<file path="config.mk">
export PLATFORM = sky130hd
export DESIGN_NAME = smbus_register_read_master
export DESIGN_NICKNAME = d
export VERILOG_FILES = /design/src/hw/rtl/smbrr_pkg.sv /design/src/hw/rtl/smbrr_cfg.sv /design/src/hw/rtl/smbrr_seq.sv /design/src/hw/rtl/smbus_register_read_master.sv
export SDC_FILE = /design/constraint.sdc
export NUM_CORES = 1
export LEC_CHECK = 0
export BUFFER_PORTS_ARGS = -buffer_cell sky130_fd_sc_hd__buf_2
export CAP_MARGIN = 5
export CORE_MARGIN = 2
export CORE_UTILIZATION = 65
export DETAILED_ROUTE_END_ITERATION = 10
export HOLD_SLACK_MARGIN = 0.05
export PLACE_DENSITY = 0.84
export SETUP_SLACK_MARGIN = 0.5
export SYNTH_ARGS = -nofsm -noshare
export SYNTH_HDL_FRONTEND = slang
export SYNTH_HIERARCHICAL = 1
export SYNTH_SLANG_ARGS = --single-unit
</file>
<file path="constraint.sdc">
create_clock -name clk_i -period 8.6 [get_ports clk_i]
set_clock_uncertainty 0.2 [all_clocks]
set_input_delay 0.86 -clock clk_i [delete_from_list [all_inputs] [get_ports clk_i]]
set_output_delay 0.86 -clock clk_i [all_outputs]
set_load 0.01 [all_outputs]
</file>
<file path="src/hw/rtl/smbrr_pkg.sv">
// ----------------------------------------------------------------------------
// SMBus register read master - shared package
// Transaction payload types, configuration register map and status codes.
// ----------------------------------------------------------------------------
package smbrr_pkg;

  localparam int unsigned CFG_IDX_W  = 3;
  localparam int unsigned CFG_DATA_W = 16;

  // configuration register indexes
  localparam logic [CFG_IDX_W-1:0] CFG_PHASE_TICKS    = 3'd0;
  localparam logic [CFG_IDX_W-1:0] CFG_ACK_SETTLE     = 3'd1;
  localparam logic [CFG_IDX_W-1:0] CFG_ACK_TIMEOUT    = 3'd2;
  localparam logic [CFG_IDX_W-1:0] CFG_BYTE_GAP       = 3'd3;
  localparam logic [CFG_IDX_W-1:0] CFG_STOP_GAP       = 3'd4;

  // reset values of the configuration registers
  localparam logic [15:0] RST_PHASE_TICKS = 16'd20;
  localparam logic [15:0] RST_ACK_SETTLE  = 16'd200;
  localparam logic [15:0] RST_ACK_TIMEOUT = 16'd2000;
  localparam logic [15:0] RST_BYTE_GAP    = 16'd60;
  localparam logic [15:0] RST_STOP_GAP    = 16'd50;

  // completion status codes
  localparam logic [1:0] STATUS_NONE    = 2'd0;
  localparam logic [1:0] STATUS_OK      = 2'd1;
  localparam logic [1:0] STATUS_ACK_ERR = 2'd2;

  // read direction bit of the device address
  localparam logic [7:0] ADDR_READ_BIT = 8'h01;

  typedef struct packed {
    logic [15:0] phase_ticks;
    logic [15:0] ack_settle_ticks;
    logic [15:0] ack_timeout_polls;
    logic [15:0] byte_gap_ticks;
    logic [15:0] stop_gap_ticks;
  } cfg_t;

  typedef struct packed {
    logic       action;
    logic [7:0] device_address;
    logic [7:0] register_address;
    logic [7:0] byte_count;
    logic       sda_in;
  } in_item_t;

  typedef struct packed {
    logic       scl_level;
    logic       sda_release;
    logic [7:0] read_byte;
    logic       byte_valid;
    logic       last_byte;
    logic       busy_res;
    logic [1:0] status;
  } out_item_t;

endpackage

</file>
<file path="src/hw/rtl/smbrr_cfg.sv">
// ----------------------------------------------------------------------------
// SMBus register read master - configuration registers
// Holds the bus timing registers, written through a valid/ready port.
// ----------------------------------------------------------------------------
module smbrr_cfg (
  input  logic                              clk_i,
  input  logic                              rst_ni,
  input  logic                              cfg_valid_i,
  output logic                              cfg_ready_o,
  input  logic [smbrr_pkg::CFG_IDX_W-1:0]   cfg_index_i,
  input  logic [smbrr_pkg::CFG_DATA_W-1:0]  cfg_data_i,
  output smbrr_pkg::cfg_t                   cfg_o
);
  import smbrr_pkg::*;

  cfg_t cfg_q, cfg_d;

  assign cfg_ready_o = 1'b1;
  assign cfg_o       = cfg_q;

  always_comb begin
    cfg_d = cfg_q;
    if (cfg_valid_i) begin
      case (cfg_index_i)
        CFG_PHASE_TICKS: cfg_d.phase_ticks       = cfg_data_i;
        CFG_ACK_SETTLE:  cfg_d.ack_settle_ticks  = cfg_data_i;
        CFG_ACK_TIMEOUT: cfg_d.ack_timeout_polls = cfg_data_i;
        CFG_BYTE_GAP:    cfg_d.byte_gap_ticks    = cfg_data_i;
        CFG_STOP_GAP:    cfg_d.stop_gap_ticks    = cfg_data_i;
        default:         cfg_d = cfg_q;
      endcase
    end
  end

  always_ff @(posedge clk_i or negedge rst_ni) begin
    if (!rst_ni) begin
      cfg_q.phase_ticks       <= RST_PHASE_TICKS;
      cfg_q.ack_settle_ticks  <= RST_ACK_SETTLE;
      cfg_q.ack_timeout_polls <= RST_ACK_TIMEOUT;
      cfg_q.byte_gap_ticks    <= RST_BYTE_GAP;
      cfg_q.stop_gap_ticks    <= RST_STOP_GAP;
    end else begin
      cfg_q <= cfg_d;
    end
  end

endmodule

</file>
<file path="src/hw/rtl/smbrr_seq.sv">
// ----------------------------------------------------------------------------
// SMBus register read master - bus sequencer
// Holds the transaction state and works out one tick per step: line levels,
// received byte and completion status.
// ----------------------------------------------------------------------------
module smbrr_seq (
  input  logic                  clk_i,
  input  logic                  rst_ni,
  input  logic                  step_i,
  input  smbrr_pkg::in_item_t   item_i,
  input  smbrr_pkg::cfg_t       cfg_i,
  output smbrr_pkg::out_item_t  res_o
);
  import smbrr_pkg::*;

  localparam logic [3:0] S_IDLE      = 4'd0;
  localparam logic [3:0] S_START1    = 4'd1;
  localparam logic [3:0] S_SEND_DEV  = 4'd2;
  localparam logic [3:0] S_ACK_DEV   = 4'd3;
  localparam logic [3:0] S_SEND_REG  = 4'd4;
  localparam logic [3:0] S_ACK_REG   = 4'd5;
  localparam logic [3:0] S_START2    = 4'd6;
  localparam logic [3:0] S_SEND_DEVR = 4'd7;
  localparam logic [3:0] S_ACK_DEVR  = 4'd8;
  localparam logic [3:0] S_GAP       = 4'd9;
  localparam logic [3:0] S_READ      = 4'd10;
  localparam logic [3:0] S_ACKOUT    = 4'd11;
  localparam logic [3:0] S_STOPGAP   = 4'd12;
  localparam logic [3:0] S_STOP      = 4'd13;

  logic [3:0]  state_q, state_d;
  logic [2:0]  micro_q, micro_d;
  logic [15:0] cnt_q, cnt_d;
  logic [15:0] poll_q, poll_d;
  logic [2:0]  bit_q, bit_d;
  logic [7:0]  shift_q, shift_d;
  logic [7:0]  bytes_q, bytes_d;
  logic [7:0]  dev_q, dev_d;
  logic [7:0]  reg_q, reg_d;
  logic [7:0]  count_q, count_d;
  logic        scl_q, scl_d;
  logic        sda_q, sda_d;

  logic [3:0]  stp;
  logic [2:0]  mic;
  logic [15:0] plen;
  logic [15:0] poll_base;
  logic [16:0] poll_next;
  logic [7:0]  done_cnt;
  logic        last;
  logic        fire;

  assign plen = (cfg_i.phase_ticks == 16'd0) ? 16'd1 : cfg_i.phase_ticks;

  always_comb begin
    state_d = state_q;
    micro_d = micro_q;
    cnt_d   = cnt_q;
    poll_d  = poll_q;
    bit_d   = bit_q;
    shift_d = shift_q;
    bytes_d = bytes_q;
    dev_d   = dev_q;
    reg_d   = reg_q;
    count_d = count_q;
    scl_d   = scl_q;
    sda_d   = sda_q;
    res_o   = '0;
    fire    = 1'b0;
    stp     = state_q;
    mic     = micro_q;

    if (item_i.action) begin
      // new transaction: restart from the present line levels
      dev_d   = item_i.device_address;
      reg_d   = item_i.register_address;
      count_d = (item_i.byte_count == 8'd0) ? 8'd1 : item_i.byte_count;
      bytes_d = 8'd0;
      bit_d   = 3'd0;
      shift_d = 8'd0;
      poll_d  = 16'd0;
      cnt_d   = 16'd0;
      stp     = S_START1;
      mic     = 3'd0;
      state_d = S_START1;
      micro_d = 3'd0;
      fire    = 1'b1;
    end else if (state_q != S_IDLE) begin
      cnt_d = (cnt_q != 16'd0) ? cnt_q - 16'd1 : 16'd0;
      fire  = (cnt_q <= 16'd1);
    end

    poll_base = (mic == 3'd0) ? 16'd0 : poll_q;
    poll_next = {1'b0, poll_base} + 17'd1;
    done_cnt  = (mic == 3'd0) ? bytes_q + 8'd1 : bytes_q;
    last      = (done_cnt >= count_q);

    if (fire) begin
      case (stp)
        S_START1, S_START2: begin
          case (mic)
            3'd0:    scl_d = 1'b1;
            3'd1:    sda_d = 1'b1;
            3'd2:    sda_d = 1'b0;
            default: scl_d = 1'b0;
          endcase
          cnt_d = plen;
          if (mic >= 3'd3) begin
            state_d = stp + 4'd1;
            micro_d = 3'd0;
          end else begin
            micro_d = mic + 3'd1;
          end
        end
        S_SEND_DEV, S_SEND_REG, S_SEND_DEVR: begin
          cnt_d = plen;
          case (mic)
            3'd0: begin
              if (stp == S_SEND_DEV) begin
                shift_d = dev_q;
              end else if (stp == S_SEND_REG) begin
                shift_d = reg_q;
              end else begin
                shift_d = dev_q | ADDR_READ_BIT;
              end
              bit_d   = 3'd7;
              micro_d = 3'd1;
            end
            3'd1: begin
              sda_d   = shift_q[bit_q];
              micro_d = 3'd2;
            end
            3'd2: begin
              scl_d   = 1'b1;
              micro_d = 3'd3;
            end
            default: begin
              scl_d = 1'b0;
              if (bit_q == 3'd0) begin
                state_d = stp + 4'd1;
                micro_d = 3'd0;
              end else begin
                bit_d   = bit_q - 3'd1;
                micro_d = 3'd1;
              end
            end
          endcase
        end
        S_ACK_DEV, S_ACK_REG, S_ACK_DEVR: begin
          if (mic == 3'd0) begin
            sda_d   = 1'b1;
            poll_d  = 16'd0;
            cnt_d   = cfg_i.ack_settle_ticks;
            micro_d = 3'd1;
          end
          // poll at once when no settle wait is set
          if (mic == 3'd1 || (mic == 3'd0 && cfg_i.ack_settle_ticks == 16'd0)) begin
            if (!item_i.sda_in) begin
              cnt_d   = plen;
              micro_d = 3'd2;
            end else if (poll_next >= {1'b0, cfg_i.ack_timeout_polls}) begin
              res_o.status = STATUS_ACK_ERR;
              state_d      = S_IDLE;
              micro_d      = 3'd0;
            end else begin
              poll_d = poll_next[15:0];
              cnt_d  = 16'd0;
            end
          end else if (mic == 3'd2) begin
            scl_d   = 1'b1;
            cnt_d   = plen;
            micro_d = 3'd3;
          end else if (mic != 3'd0) begin
            scl_d   = 1'b0;
            cnt_d   = plen;
            state_d = stp + 4'd1;
            micro_d = 3'd0;
          end
        end
        S_GAP, S_READ: begin
          if (stp == S_GAP) begin
            cnt_d   = cfg_i.byte_gap_ticks;
            state_d = S_READ;
            micro_d = 3'd0;
          end
          if (stp == S_READ || cfg_i.byte_gap_ticks == 16'd0) begin
            cnt_d = plen;
            if (stp == S_GAP || mic == 3'd0) begin
              sda_d   = 1'b1;
              bit_d   = 3'd7;
              micro_d = 3'd1;
            end else if (mic == 3'd1) begin
              shift_d[bit_q] = item_i.sda_in;
              micro_d        = 3'd2;
            end else if (mic == 3'd2) begin
              scl_d   = 1'b1;
              micro_d = 3'd3;
            end else begin
              scl_d = 1'b0;
              if (bit_q == 3'd0) begin
                state_d = S_ACKOUT;
                micro_d = 3'd0;
              end else begin
                bit_d   = bit_q - 3'd1;
                micro_d = 3'd1;
              end
            end
          end
        end
        S_ACKOUT: begin
          case (mic)
            3'd0: begin
              bytes_d          = done_cnt;
              res_o.byte_valid = 1'b1;
              res_o.read_byte  = shift_q;
              res_o.last_byte  = last;
              scl_d            = 1'b0;
            end
            3'd1:    sda_d = last;
            3'd2:    scl_d = 1'b1;
            default: scl_d = 1'b0;
          endcase
          cnt_d = plen;
          if (mic >= 3'd3) begin
            state_d = last ? S_STOPGAP : S_GAP;
            micro_d = 3'd0;
          end else begin
            micro_d = mic + 3'd1;
          end
        end
        S_STOPGAP: begin
          cnt_d   = cfg_i.stop_gap_ticks;
          state_d = S_STOP;
          micro_d = 3'd0;
          if (cfg_i.stop_gap_ticks == 16'd0) begin
            scl_d   = 1'b0;
            cnt_d   = plen;
            micro_d = 3'd1;
          end
        end
        S_STOP: begin
          if (mic >= 3'd4) begin
            res_o.status = STATUS_OK;
            state_d      = S_IDLE;
            micro_d      = 3'd0;
          end else begin
            case (mic)
              3'd0:    scl_d = 1'b0;
              3'd1:    sda_d = 1'b0;
              3'd2:    scl_d = 1'b1;
              default: sda_d = 1'b1;
            endcase
            cnt_d   = plen;
            micro_d = mic + 3'd1;
          end
        end
        default: begin
          state_d = S_IDLE;
          micro_d = 3'd0;
        end
      endcase
    end

    res_o.scl_level   = scl_d;
    res_o.sda_release = sda_d;
    res_o.busy_res    = (state_d != S_IDLE);
  end

  always_ff @(posedge clk_i or negedge rst_ni) begin
    if (!rst_ni) begin
      state_q <= S_IDLE;
      micro_q <= 3'd0;
      cnt_q   <= 16'd0;
      poll_q  <= 16'd0;
      bit_q   <= 3'd0;
      shift_q <= 8'd0;
      bytes_q <= 8'd0;
      dev_q   <= 8'd0;
      reg_q   <= 8'd0;
      count_q <= 8'd0;
      scl_q   <= 1'b1;
      sda_q   <= 1'b1;
    end else if (step_i) begin
      state_q <= state_d;
      micro_q <= micro_d;
      cnt_q   <= cnt_d;
      poll_q  <= poll_d;
      bit_q   <= bit_d;
      shift_q <= shift_d;
      bytes_q <= bytes_d;
      dev_q   <= dev_d;
      reg_q   <= reg_d;
      count_q <= count_d;
      scl_q   <= scl_d;
      sda_q   <= sda_d;
    end
  end

endmodule

</file>
<file path="src/hw/rtl/smbus_register_read_master.sv">
// ----------------------------------------------------------------------------
// SMBus register read master - top level
// Input register, bus sequencer and result register.
// ----------------------------------------------------------------------------
// Path: input register, sequencer step, result register.
// Throughput: one transaction per cycle unless the result side stalls, set by
// the single sequencer step between the input and result registers.
// Reset: asynchronous, active low; lines released high, sequencer idle,
// configuration registers back to their default timing.
module smbus_register_read_master (
  input  logic                              clk_i,
  input  logic                              rst_ni,
  input  logic                              in_valid_i,
  output logic                              in_stall_o,
  input  smbrr_pkg::in_item_t               in_data_i,
  output logic                              out_valid_o,
  input  logic                              out_stall_i,
  output smbrr_pkg::out_item_t              out_data_o,
  input  logic                              cfg_valid_i,
  output logic                              cfg_ready_o,
  input  logic [smbrr_pkg::CFG_IDX_W-1:0]   cfg_index_i,
  input  logic [smbrr_pkg::CFG_DATA_W-1:0]  cfg_data_i
);
  import smbrr_pkg::*;

  in_item_t  in_q;
  logic      in_vld_q;
  out_item_t out_q;
  logic      out_vld_q;
  out_item_t res;
  cfg_t      cfg;
  logic      advance;
  logic      accept;

  // move the held transaction on when the result register is free
  assign advance    = in_vld_q && (!out_vld_q || !out_stall_i);
  assign in_stall_o = in_vld_q && !advance;
  assign accept     = in_valid_i && !in_stall_o;

  assign out_valid_o = out_vld_q;
  assign out_data_o  = out_q;

  smbrr_cfg u_cfg (
    .clk_i       (clk_i),
    .rst_ni      (rst_ni),
    .cfg_valid_i (cfg_valid_i),
    .cfg_ready_o (cfg_ready_o),
    .cfg_index_i (cfg_index_i),
    .cfg_data_i  (cfg_data_i),
    .cfg_o       (cfg)
  );

  smbrr_seq u_seq (
    .clk_i  (clk_i),
    .rst_ni (rst_ni),
    .step_i (advance),
    .item_i (in_q),
    .cfg_i  (cfg),
    .res_o  (res)
  );

  always_ff @(posedge clk_i or negedge rst_ni) begin
    if (!rst_ni) begin
      in_vld_q <= 1'b0;
    end else if (accept) begin
      in_vld_q <= 1'b1;
    end else if (advance) begin
      in_vld_q <= 1'b0;
    end
  end

  always_ff @(posedge clk_i) begin
    if (accept) begin
      in_q <= in_data_i;
    end
  end

  always_ff @(posedge clk_i or negedge rst_ni) begin
    if (!rst_ni) begin
      out_vld_q <= 1'b0;
    end else if (advance) begin
      out_vld_q <= 1'b1;
    end else if (!out_stall_i) begin
      out_vld_q <= 1'b0;
    end
  end

  always_ff @(posedge clk_i) begin
    if (advance) begin
      out_q <= res;
    end
  end

endmodule

</file>
==> results.json, run 1 <==
{
  "hpwl_mm": 23.73,
  "finalWirelength_mm": 34.22,
  "maxCapViolCount": 0,
  "first_global_vias": 10000,
  "fp.dieArea_um2": 20460,
  "post-route-drc-count": 0,
  "synth_cell_types": 101,
  "postCtsSetupBuffers": 0,
  "grt-ovfl-total": 0,
  "clk_pin_slew_ns": 0.06,
  "grt_usage_pct": 33.84,
  "grt_antenna_before_repair": 0,
  "pin_count": 68,
  "areaGrowthSynthToFinish_pct": 8.534,
  "vias_per_cell": 6.903,
  "max_freq_ghz": 0.1559,
  "critPathRequiredTime_ns": 8.64,
  "leakage_nw": 5.534,
  "hold_class": "in2async",
  "nets": 1343,
  "synthesis.nets": 1320,
  "vias": 10560,
  "netlist_area_um2": 12560,
  "grt_max_degree": 104,
  "period_minus_slack_ns": 6.412,
  "setup_viol": 0,
  "startpoint": "in_q[25]",
  "avgSynthCellArea_um2": 10.21,
  "start_util_pct": 66.72,
  "htreeDepth": 1,
  "rsz0062_at_grt": "false",
  "slew_viol_final": 0,
  "finalHoldViolations": 0,
  "r2r_start": "in_q[25]",
  "r2r_slack_ns": 2.19,
  "irDropWorstVdd_mv": 0.1995,
  "clock_sinks": 207,
  "wl_per_cell_um": 22.37,
  "cts_tree": "done",
  "cts_buffer_depth": 3,
  "cts_resized": 0,
  "die_x_um": 143.0,
  "r2r-end": "out_data_o[2]",
  "grt_pass1_wl_mm": 54.28,
  "crit_path_start_kind": "register",
  "rr_worst_depth": 19,
  "core_um2": 18830,
  "syn_inst": 1231,
  "cts_buffers": 22,
  "first_pass_iters": 7,
  "root_buffer": "clkbuf_16",
  "min_period_over_period_pct": 74.56,
  "crit_fanout": 18,
  "postLayoutCoreUtil_pct": 72.42,
  "endpoint_kind": "register",
  "drtAntennaViolNets": 0,
  "layout-drive-gt1-share_pct": 21.10,
  "rows": 50,
  "ys_seq_area_share_pct": 43.06,
  "gp_congestion": 0.9887,
  "slew_headroom_pct": 14.43,
  "cts_hold_buffers": 0,
  "status": "finished clean",
  "ys_ff_latch": 207,
  "port_buffers": 66,
  "critical_path_class": "reg2reg",
  "crit_arrival_ns": 6.46,
  "yosys_warnings": 6,
  "tightest_slew_ns": 1.284,
  "synth_edf_count": 41,
  "insertion_delay_ns": 0.52,
  "async_flop_share_pct": 80.19,
  "antenna_cells": 0,
  "dr.first_iter.drc_count": 1403,
  "synthFlopType": "dfrtp_1",
  "finalSetupTns_ns": 0,
  "dieHeight_um": 143.0,
  "cellPowerDensity_nw_per_um2": 251.6
}
[cell type report]
class	count	area [um2]
Timing Repair Buffer	77	419.2
Clock buffer	31	615.6
Sequential cell	207	5410
Multi-Input combinational cell	896	6579
Fill cell	1336	5194
Inverter	50	187.7
Tap cell	260	325.3
Clock inverter	9	100.1
[flip-flops by register name, summed over array words and instances, names as in the netlist]
name / count
u_seq/poll_q: 16
out_data_o: 15
u_seq/dev_q: 8
u_seq/bit_q: 3
u_seq/bytes_q: 8
in_q: 26
u_seq/micro_q: 3
u_seq/reg_q: 8
u_seq/count_q: 8
u_seq/scl_q: 1
u_seq/cnt_q: 16
u_seq/sda_q: 1
u_seq/shift_q: 8
out_valid_o: 1
in_vld_q: 1
u_cfg/cfg_o: 80
u_seq/state_q: 4
[worst max path at each step]
stage	depth (start not counted)	endpoint
after global routing	19	out_data_o[2]
final	19	out_data_o[2]
after floorplan	23	u_seq/poll_q[4]
after CTS	19	out_data_o[2]
after global placement	17	out_data_o[2]
after detailed placement	17	out_data_o[2]
[per-layer routing]
layer	global-route usage, %	up-vias	routed length [um]
met3	7.344	89	3651
li1	-	4704	-
met2	52.81	656	15720
met1	47.82	5112	13910
met5	0	-	0
met4	9.849	0	937
[synthesized netlist by cell type, types with 11 or more instances]
| cell type | count | share of area (%) |
|---|---|---|
| dfrtp_1 | 146 | 29 |
| nand2_1 | 106 | 3.2 |
| mux2_2 | 100 | 9.0 |
| o21ai_0 | 73 | 2.9 |
| nor2_1 | 62 | 1.9 |
| a21oi_1 | 52 | 2.1 |
| inv_1 | 48 | 1.4 |
| edfxtp_1 | 41 | 9.8 |
| ha_1 | 39 | 3.9 |
| clkbuf_1 | 38 | 1.1 |
| nor3_1 | 28 | 1.1 |
| nor4_1 | 24 | 1.2 |
| nand3_1 | 22 | 0.88 |
| dfstp_2 | 20 | 4.2 |
| xnor2_1 | 20 | 1.4 |
| and2_1 | 19 | 0.95 |
| mux2i_1 | 19 | 1.5 |
| a22o_1 | 18 | 1.3 |
| buf_2 | 16 | 0.64 |
| o211ai_1 | 16 | 0.96 |
| xor2_1 | 14 | 0.98 |
| a222oi_1 | 13 | 1.0 |
| a211oi_1 | 12 | 0.72 |
| a221oi_1 | 12 | 0.84 |
| a31oi_1 | 11 | 0.55 |
| buf_4 | 11 | 0.66 |
| nand2b_1 | 11 | 0.55 |
[per-stage QoR]
stage	setup WS [ns]	area, um2	cells	hold WS [ns]	total power, W
2_1_floorplan	3.391	12560	1231	0.2502	0.002147
3_3_place_gp	2.543	12920	1490	0.2599	0.002418
3_5_place_dp	2.344	12920	1490	0.2667	0.002448
4_1_cts	2.318	13640	1530	0.2835	0.003400
5_1_grt	1.794	13640	1530	0.2948	0.003589
6_report	2.188	13640	1530	0.2171	0.003431
[layout by cell type (no fill, tap or decap), drive strengths merged, types with 10 or more instances in the layout]
cell type,count
a211oi,13
a21oi,53
a221oi,12
a222oi,13
a22o,18
a31oi,11
and2,21
buf,77
clkbuf,31
dfrtp,146
dfstp,20
edfxtp,41
ha,39
inv,49
mux2,100
mux2i,19
nand2,106
nand2b,11
nand3,23
nand4,10
nor2,62
nor3,31
nor4,25
o211ai,16
o21ai,84
o31ai,10
xnor2,20
xor2,14
[where the power goes]
group          switching (W)  internal (W)  total (W)
combinational       0.000654      0.000424    0.00108
sequential          0.000204       0.00120    0.00140
clock               0.000391      0.000559   0.000950
[worst max-delay path: stages, from the launching register on]
cell      delay [ns]
edfxtp_1        0.60
inv_1           0.50
nand2_1         0.19
ha_1            0.30
nand2_1         0.58
and2_1          0.25
ha_1            0.19
nand3_1         0.17
nor2_1          0.25
nand3_1         0.13
xor2_1          0.15
nor2_1          0.07
ha_1            0.31
a21oi_1         0.07
o21ai_1         0.17
a41oi_1         0.08
o41ai_1         0.89
o21bai_1        0.51
a311oi_1        0.40
a31oi_1         0.13
[cell families after synthesis]
kind of cell / after synthesis / synth area share, %
buffers and inverters: 128 / 4.850
other: 1 / 0.02985
muxes: 119 / 10.48
xor gates and xnor gates: 34 / 2.370
adders and majority gates: 39 / 3.884
DFF: 207 / 43.06
and+or+nand+nor: 352 / 15.23
AOI/OAI and AO/OA: 351 / 20.11
(Power assumes the default switching activity.)
==> inputs of run 2 (changes only) <==
- ABC_AREA: not set -> 1
- CORE_UTILIZATION: 65 -> 63
- PLACE_DENSITY: 0.84 -> 0.82
- clock period: 8.6 -> 6.4 ns (I/O delays scaled with it)
==> run 2 against run 1 <==
Against the previous run:
- critical path depth grew 8
- largest cell class unchanged
- global-route usage grew 2.7 points
- clock power grew 41%
- via count grew 27%
- sequential share of layout area shrank 2.7 points
- synthesized cell count grew 55%
- non-clock buffer count is the same
- utilization shrank 2.7 points
- worst setup slack lost 0.79 ns
- register-to-register slack lost 0.79 ns
==> results.json, run 2 <==
{
  "clk_pin_slew_ns": 0.06,
  "status": "finished clean",
  "insertion_delay_ns": 0.54,
  "antenna_cells": 0,
  "fp.dieArea_um2": 22640,
  "vias": 13440,
  "synth_area_leaders": "dfrtp_1 27%, nand2_1 17%, edfxtp_1 9.1%",
  "max_freq_ghz": 0.1998,
  "post-route-drc-count": 0,
  "final_common_cell": "nand2_1",
  "critPathMaxStageDelay_ns": 0.47,
  "first_global_vias": 12450,
  "avgSynthCellArea_um2": 7.086,
  "gp_congestion": 0.9662,
  "layout-drive-gt1-share_pct": 10.15,
  "die_x_um": 150.5,
  "setup_viol": 0,
  "yosys.area_share.simple_pct": 31.30,
  "cts_resized": 0,
  "leakage_nw": 7.101,
  "netlist_area_um2": 13510,
  "synthXorXnorAreaFrac_pct": 1.620,
  "largest_reg_flops": 80,
  "root_buffer": "clkbuf_16",
  "pin_count": 68,
  "hpwl_mm": 29.45,
  "critPathRequiredTime_ns": 6.63,
  "grt_max_degree": 74,
  "critical_path_buf_inv_count": 3,
  "cts_buffers": 24,
  "rows": 53,
  "drtAntennaViolNets": 0,
  "areaGrowthSynthToFinish_pct": 8.407,
  "cts_tree": "done",
  "syn_inst": 1907,
  "routed.top_layer": "met4",
  "wl_met2_mm": 19.54,
  "irDropWorstVdd_mv": 0.2664,
  "dr.first_iter.drc_count": 1515,
  "slew_headroom_pct": 30.32,
  "wl_met1_mm": 16.52,
  "rsz0062_at_grt": "false",
  "min_period_over_period_pct": 78.20,
  "nets": 2022,
  "critical_path_class": "reg2reg",
  "crit_path_start_kind": "register",
  "synth_cell_types": 51,
  "critPathSlowestCell": "edfxtp_1",
  "wl_per_cell_um": 18.72,
  "synth_edf_count": 41,
  "htreeDepth": 1,
  "cp_top_family": "simple AND/OR/NAND/NOR gates",
  "crit_arrival_ns": 5.23,
  "cellPowerDensity_nw_per_um2": 335.0,
  "crit_top_cell": "nand2_1",
  "slew_viol_final": 0,
  "synth_top_cell_area_share_pct": 27.04,
  "dr_wl_met3_mm": 4.033,
  "start_util_pct": 64.28,
  "finalSetupTns_ns": 0,
  "dieHeight_um": 150.5,
  "finalHoldViolations": 0,
  "tightest_slew_ns": 1.041,
  "vias_per_cell": 6.040,
  "grt_antenna_before_repair": 0,
  "hold_class": "in2reg",
  "grt_pass1_wl_mm": 64.68,
  "ys_seq_area_share_pct": 40.04,
  "maxCapViolCount": 0,
  "core_um2": 21020,
  "synthMuxAreaShare_pct": 0,
  "yosys_warnings": 6,
  "crit_fanout": 26,
  "period_minus_slack_ns": 5.005,
  "synth_adder_area_share_pct": 3.611,
  "endpoint_kind": "register",
  "synth_compound_area_share_pct": 14.80,
  "yosys.area.top_type": "dfrtp_1",
  "holdWs_ns": 0.07287,
  "synth.most_common_cell": "nand2_1",
  "port_buffers": 66,
  "synthesis.nets": 1996,
  "synth.top_cells.by_count": "595 x nand2_1, 175 x inv_1, 166 x nor2_1",
  "ys_ff_latch": 207,
  "first_pass_iters": 6,
  "cts_buffer_depth": 3,
  "synth_top_family_by_area": "simple AND/OR/NAND/NOR gates",
  "async_flop_share_pct": 80.19,
  "grt-ovfl-total": 0,
  "finalWirelength_mm": 41.67,
  "clock_sinks": 207,
  "grt_usage_pct": 36.54,
  "synthFlopType": "dfrtp_1",
  "final_cell_mix": "595 x nand2_1, 175 x inv_1, 166 x nor2_1"
}
[run 2: changes by cell type in the layout (fill, tap and decap cells not counted), sizes merged, moves of 21 or more]
| cell | delta |
|---|---|
| nand2 | +503 |
| inv | +146 |
| nand3 | +134 |
| nor2 | +124 |
| mux2 | -100 |
| a21oi | +73 |
| o21ai | +65 |
| and2 | -21 |
[run 2: layout make-up]
class / instances / area, um2
inverter: 200 / 753.2
multi-input combinational: 1423 / 6950
clock inverter: 10 / 91.34
sequential: 207 / 5410
clock buffer: 34 / 678.2
timing repair buffer: 77 / 421.7
fill: 1805 / 6372
tap: 275 / 344.1
[run 2: per-stage QoR]
step	cell area (um2)	worst slack [ns]	std cells	power [W]	utilization, %
global route	14650	0.9616	2226	0.005181	69.69
finish	14650	1.395	2226	0.004908	69.69
detailed placement	13870	1.530	2181	0.003519	65.98
global placement	13870	1.619	2181	0.003474	65.98
floorplan	13510	1.881	1907	0.003025	-
CTS	14650	1.518	2226	0.004864	69.69
[run 2: metal layers]
| metal | vias up | global-route usage [%] |
|---|---|---|
| met3 | 119 | 7.182 |
| met1 | 6305 | 48.49 |
| met4 | 0 | 14.10 |
| met5 | - | 0 |
| li1 | 6324 | - |
| met2 | 696 | 59.27 |
[run 2: logic make-up after synthesis]
group | count (synthesis)
other | 1
buffers and inverters | 277
DFF | 207
and+or+nand+nor | 997
AOI/OAI and AO/OA | 361
xor gates and xnor gates | 25
adders and majority gates | 39
[run 2: worst reg2reg max path: cells and delay by family (launching register included)]
family          cells  cell delay, ns
buf+inv             3            0.61
flops               1            0.47
simple gates       18            2.29
compound gates      2            0.36
fa+ha+maj           3            0.75
xor+xnor            1            0.25
[run 2: where the power goes]
part | total [W] | internal (W) | switching, W
registers | 0.00185 | 0.00161 | 0.000234
logic | 0.00172 | 0.000519 | 0.00120
clock network | 0.00134 | 0.000780 | 0.000560
[run 2: path summary, 6_finish.rpt]
kind	startpoint	end	slack (ns)	cells past startpoint
hold reg to reg	in_q[20]	u_seq/dev_q[3]	0.24	2
setup reg to reg	in_q[25]	u_seq/cnt_q[14]	1.40	27
min in group asynchronous	rst_ni	u_seq/shift_q[2]	0.38	2
hold / removal	in_data_i[23]	in_q[23]	0.07	1
max in group asynchronous	rst_ni	u_cfg/cfg_o[10]	4.34	3
setup / recovery	in_q[25]	u_seq/cnt_q[14]	1.40	27
[run 2: repair_timing]
item                                    CTS  global route
hold buffers                              1             0
hold endpoints to repair                 38             0
setup buffers                             0             0
endpoints found under the setup margin    0             0
==> inputs of run 3 (changes only) <==
- clock period: 6.4 -> 5.11 ns (I/O delays scaled with it)
==> run 3 against run 2 <==
Against the previous run:
- wire length rose by 2.0%
- sequential share of layout area fell by 0.99 points
- register-to-register slack got worse by 0.66 ns
- final cell count rose by 1.6%
- clock power rose by 24%
- non-clock buffer count rose by 36
- critical endpoint is now out_data_o[13]
- largest power group unchanged
==> results.json, run 3 (same netlist as run 2, synthesis figures left out) <==
{
  "fp.dieArea_um2": 22640,
  "leakage_nw": 7.264,
  "port_buffers": 66,
  "dr.first_iter.drc_count": 1350,
  "rr_worst_depth": 13,
  "core_um2": 21020,
  "hpwl_mm": 29.49,
  "post-place-cells": 2185,
  "root_buffer": "clkbuf_16",
  "r2r-end": "out_data_o[13]",
  "setup_viol": 0,
  "r2r_slack_ns": 0.74,
  "final_cell_mix": "594 x nand2_1, 175 x inv_1, 162 x nor2_1",
  "htreeDepth": 1,
  "crit_fanout": 14,
  "placed_cell_area_um2": 13910,
  "dieHeight_um": 150.5,
  "postLayoutCoreUtil_pct": 71.60,
  "largest_reg_flops": 80,
  "endpoint_kind": "register",
  "grt_usage_pct": 37.29,
  "nets": 2058,
  "tightest_slew_ns": 1.181,
  "layout_setup_ws_ns": 0.7376,
  "finalSetupTns_ns": 0,
  "cellPowerDensity_nw_per_um2": 412.9,
  "gp_congestion": 1.016,
  "grt_pass1_wl_mm": 66.58,
  "layout-drive-gt1-share_pct": 10.67,
  "vias": 13740,
  "slew_viol_final": 0,
  "slew_headroom_pct": 21.21,
  "start_util_pct": 64.28,
  "rsz0062_at_grt": "false",
  "finalHoldViolations": 0,
  "hp-start": "cfg_data_i[2]",
  "r2r_start": "in_q[25]",
  "fin_area_um2": 15050,
  "wl_per_cell_um": 18.79,
  "finalWirelength_mm": 42.51,
  "cts_buffers": 23,
  "rows": 53,
  "vias_per_cell": 6.074,
  "die_x_um": 150.5,
  "cts_tree": "done",
  "post-route-drc-count": 0,
  "drtAntennaViolNets": 0,
  "first_pass_iters": 7,
  "cts_buffer_depth": 3,
  "irDropWorstVdd_mv": 0.3160,
  "grt_max_degree": 115,
  "critical_path_class": "reg2reg",
  "maxCapViolCount": 0,
  "hold_class": "in2reg",
  "areaGrowthSynthToFinish_pct": 11.38,
  "startpoint": "in_q[25]",
  "layout.cells.non_filler": 2262,
  "critPathRequiredTime_ns": 5.15,
  "grt-ovfl-total": 0,
  "max_freq_ghz": 0.2287,
  "first_global_vias": 12850,
  "crit_path_end": "out_data_o[13]",
  "crit_path_start_kind": "register",
  "pin_count": 68,
  "insertion_delay_ns": 0.53,
  "crit_arrival_ns": 4.41,
  "final_common_cell": "nand2_1",
  "clk_pin_slew_ns": 0.06,
  "period_minus_slack_ns": 4.372,
  "grt_antenna_before_repair": 1,
  "clock_sinks": 207,
  "status": "finished clean",
  "min_period_over_period_pct": 85.57,
  "pre_cts_ws_ns": 0.7807
}
run 3: cell types whose count changed in the layout (fill, tap and decap cells not counted), moves of 3 or more:
cell           previous run  this run
buf_4                    10        15
clkinvlp_4                2         5
dlygate4sd3_1             1        29
nor2_1                  166       162
nor2_2                   12        16
run 3: worst min-delay path by stage:
stage / end / slack, ns / depth (start not counted)
after global placement: u_seq/reg_q[7] / 0.23 / 2
after floorplan: in_vld_q / 0.02 / 0
after detailed placement: u_seq/dev_q[6] / 0.23 / 2
after CTS: u_cfg/cfg_o[18] / 0.05 / 3
final: u_cfg/cfg_o[18] / 0.07 / 3
after global routing: u_cfg/cfg_o[4] / 0.07 / 3
run 3: metrics by stage:
stage | hold WS, ns | total power, W
final | 0.06852 | 0.006214
after detailed placement | 0.2334 | 0.004421
after floorplan | 0.01541 | 0.003789
after CTS | 0.05122 | 0.006105
after global placement | 0.2293 | 0.004366
after global routing | 0.07304 | 0.006567
run 3: layer usage:
metal,wire length (um),track usage (%),up-vias
li1,-,-,6397
met1,16640,49.64,6389
met2,19770,59.98,802
met3,4237,6.697,151
met4,1865,15.99,0
met5,0,0,-
run 3: timing repair:
action / 4_1_cts / 5_1_grt
hold buffers: 29 / 0
buffers inserted: 0 / 4
hold endpoints to repair: 80 / 0
setup endpoints to repair: 0 / 38
gates resized for setup: 0 / 13
run 3: layout make-up:
| cell class | count | area (um2) |
|---|---|---|
| inverter | 200 | 753.2 |
| sequential | 207 | 5410 |
| tap | 275 | 344.1 |
| clock inverter | 13 | 127.6 |
| multi-input combinational | 1424 | 7013 |
| antenna | 1 | 2.502 |
| clock buffer | 29 | 618.1 |
| timing repair buffer | 113 | 782.0 |
| fill | 1751 | 5971 |
run 3: power breakdown:
| group | switching [W] | leakage, nW | internal [W] | total, W |
|---|---|---|---|---|
| registers | 0.000297 | 2.45 | 0.00202 | 0.00232 |
| clock network | 0.000700 | 0.349 | 0.000960 | 0.00166 |
| logic | 0.00155 | 4.47 | 0.000690 | 0.00224 |
run 3: critical path, stage by stage, from the launching register on:
cell and delay [ns]:
edfxtp_1 0.47, buf_4 0.18, buf_4 0.20, nor2_1 0.53, inv_1 0.24, ha_1 0.32, nand2_1 0.42, nand2_1 0.42
inv_1 0.46, o211ai_1 0.13, a21oi_1 0.11, o21ai_0 0.11, nor2_1 0.15, a21boi_0 0.13
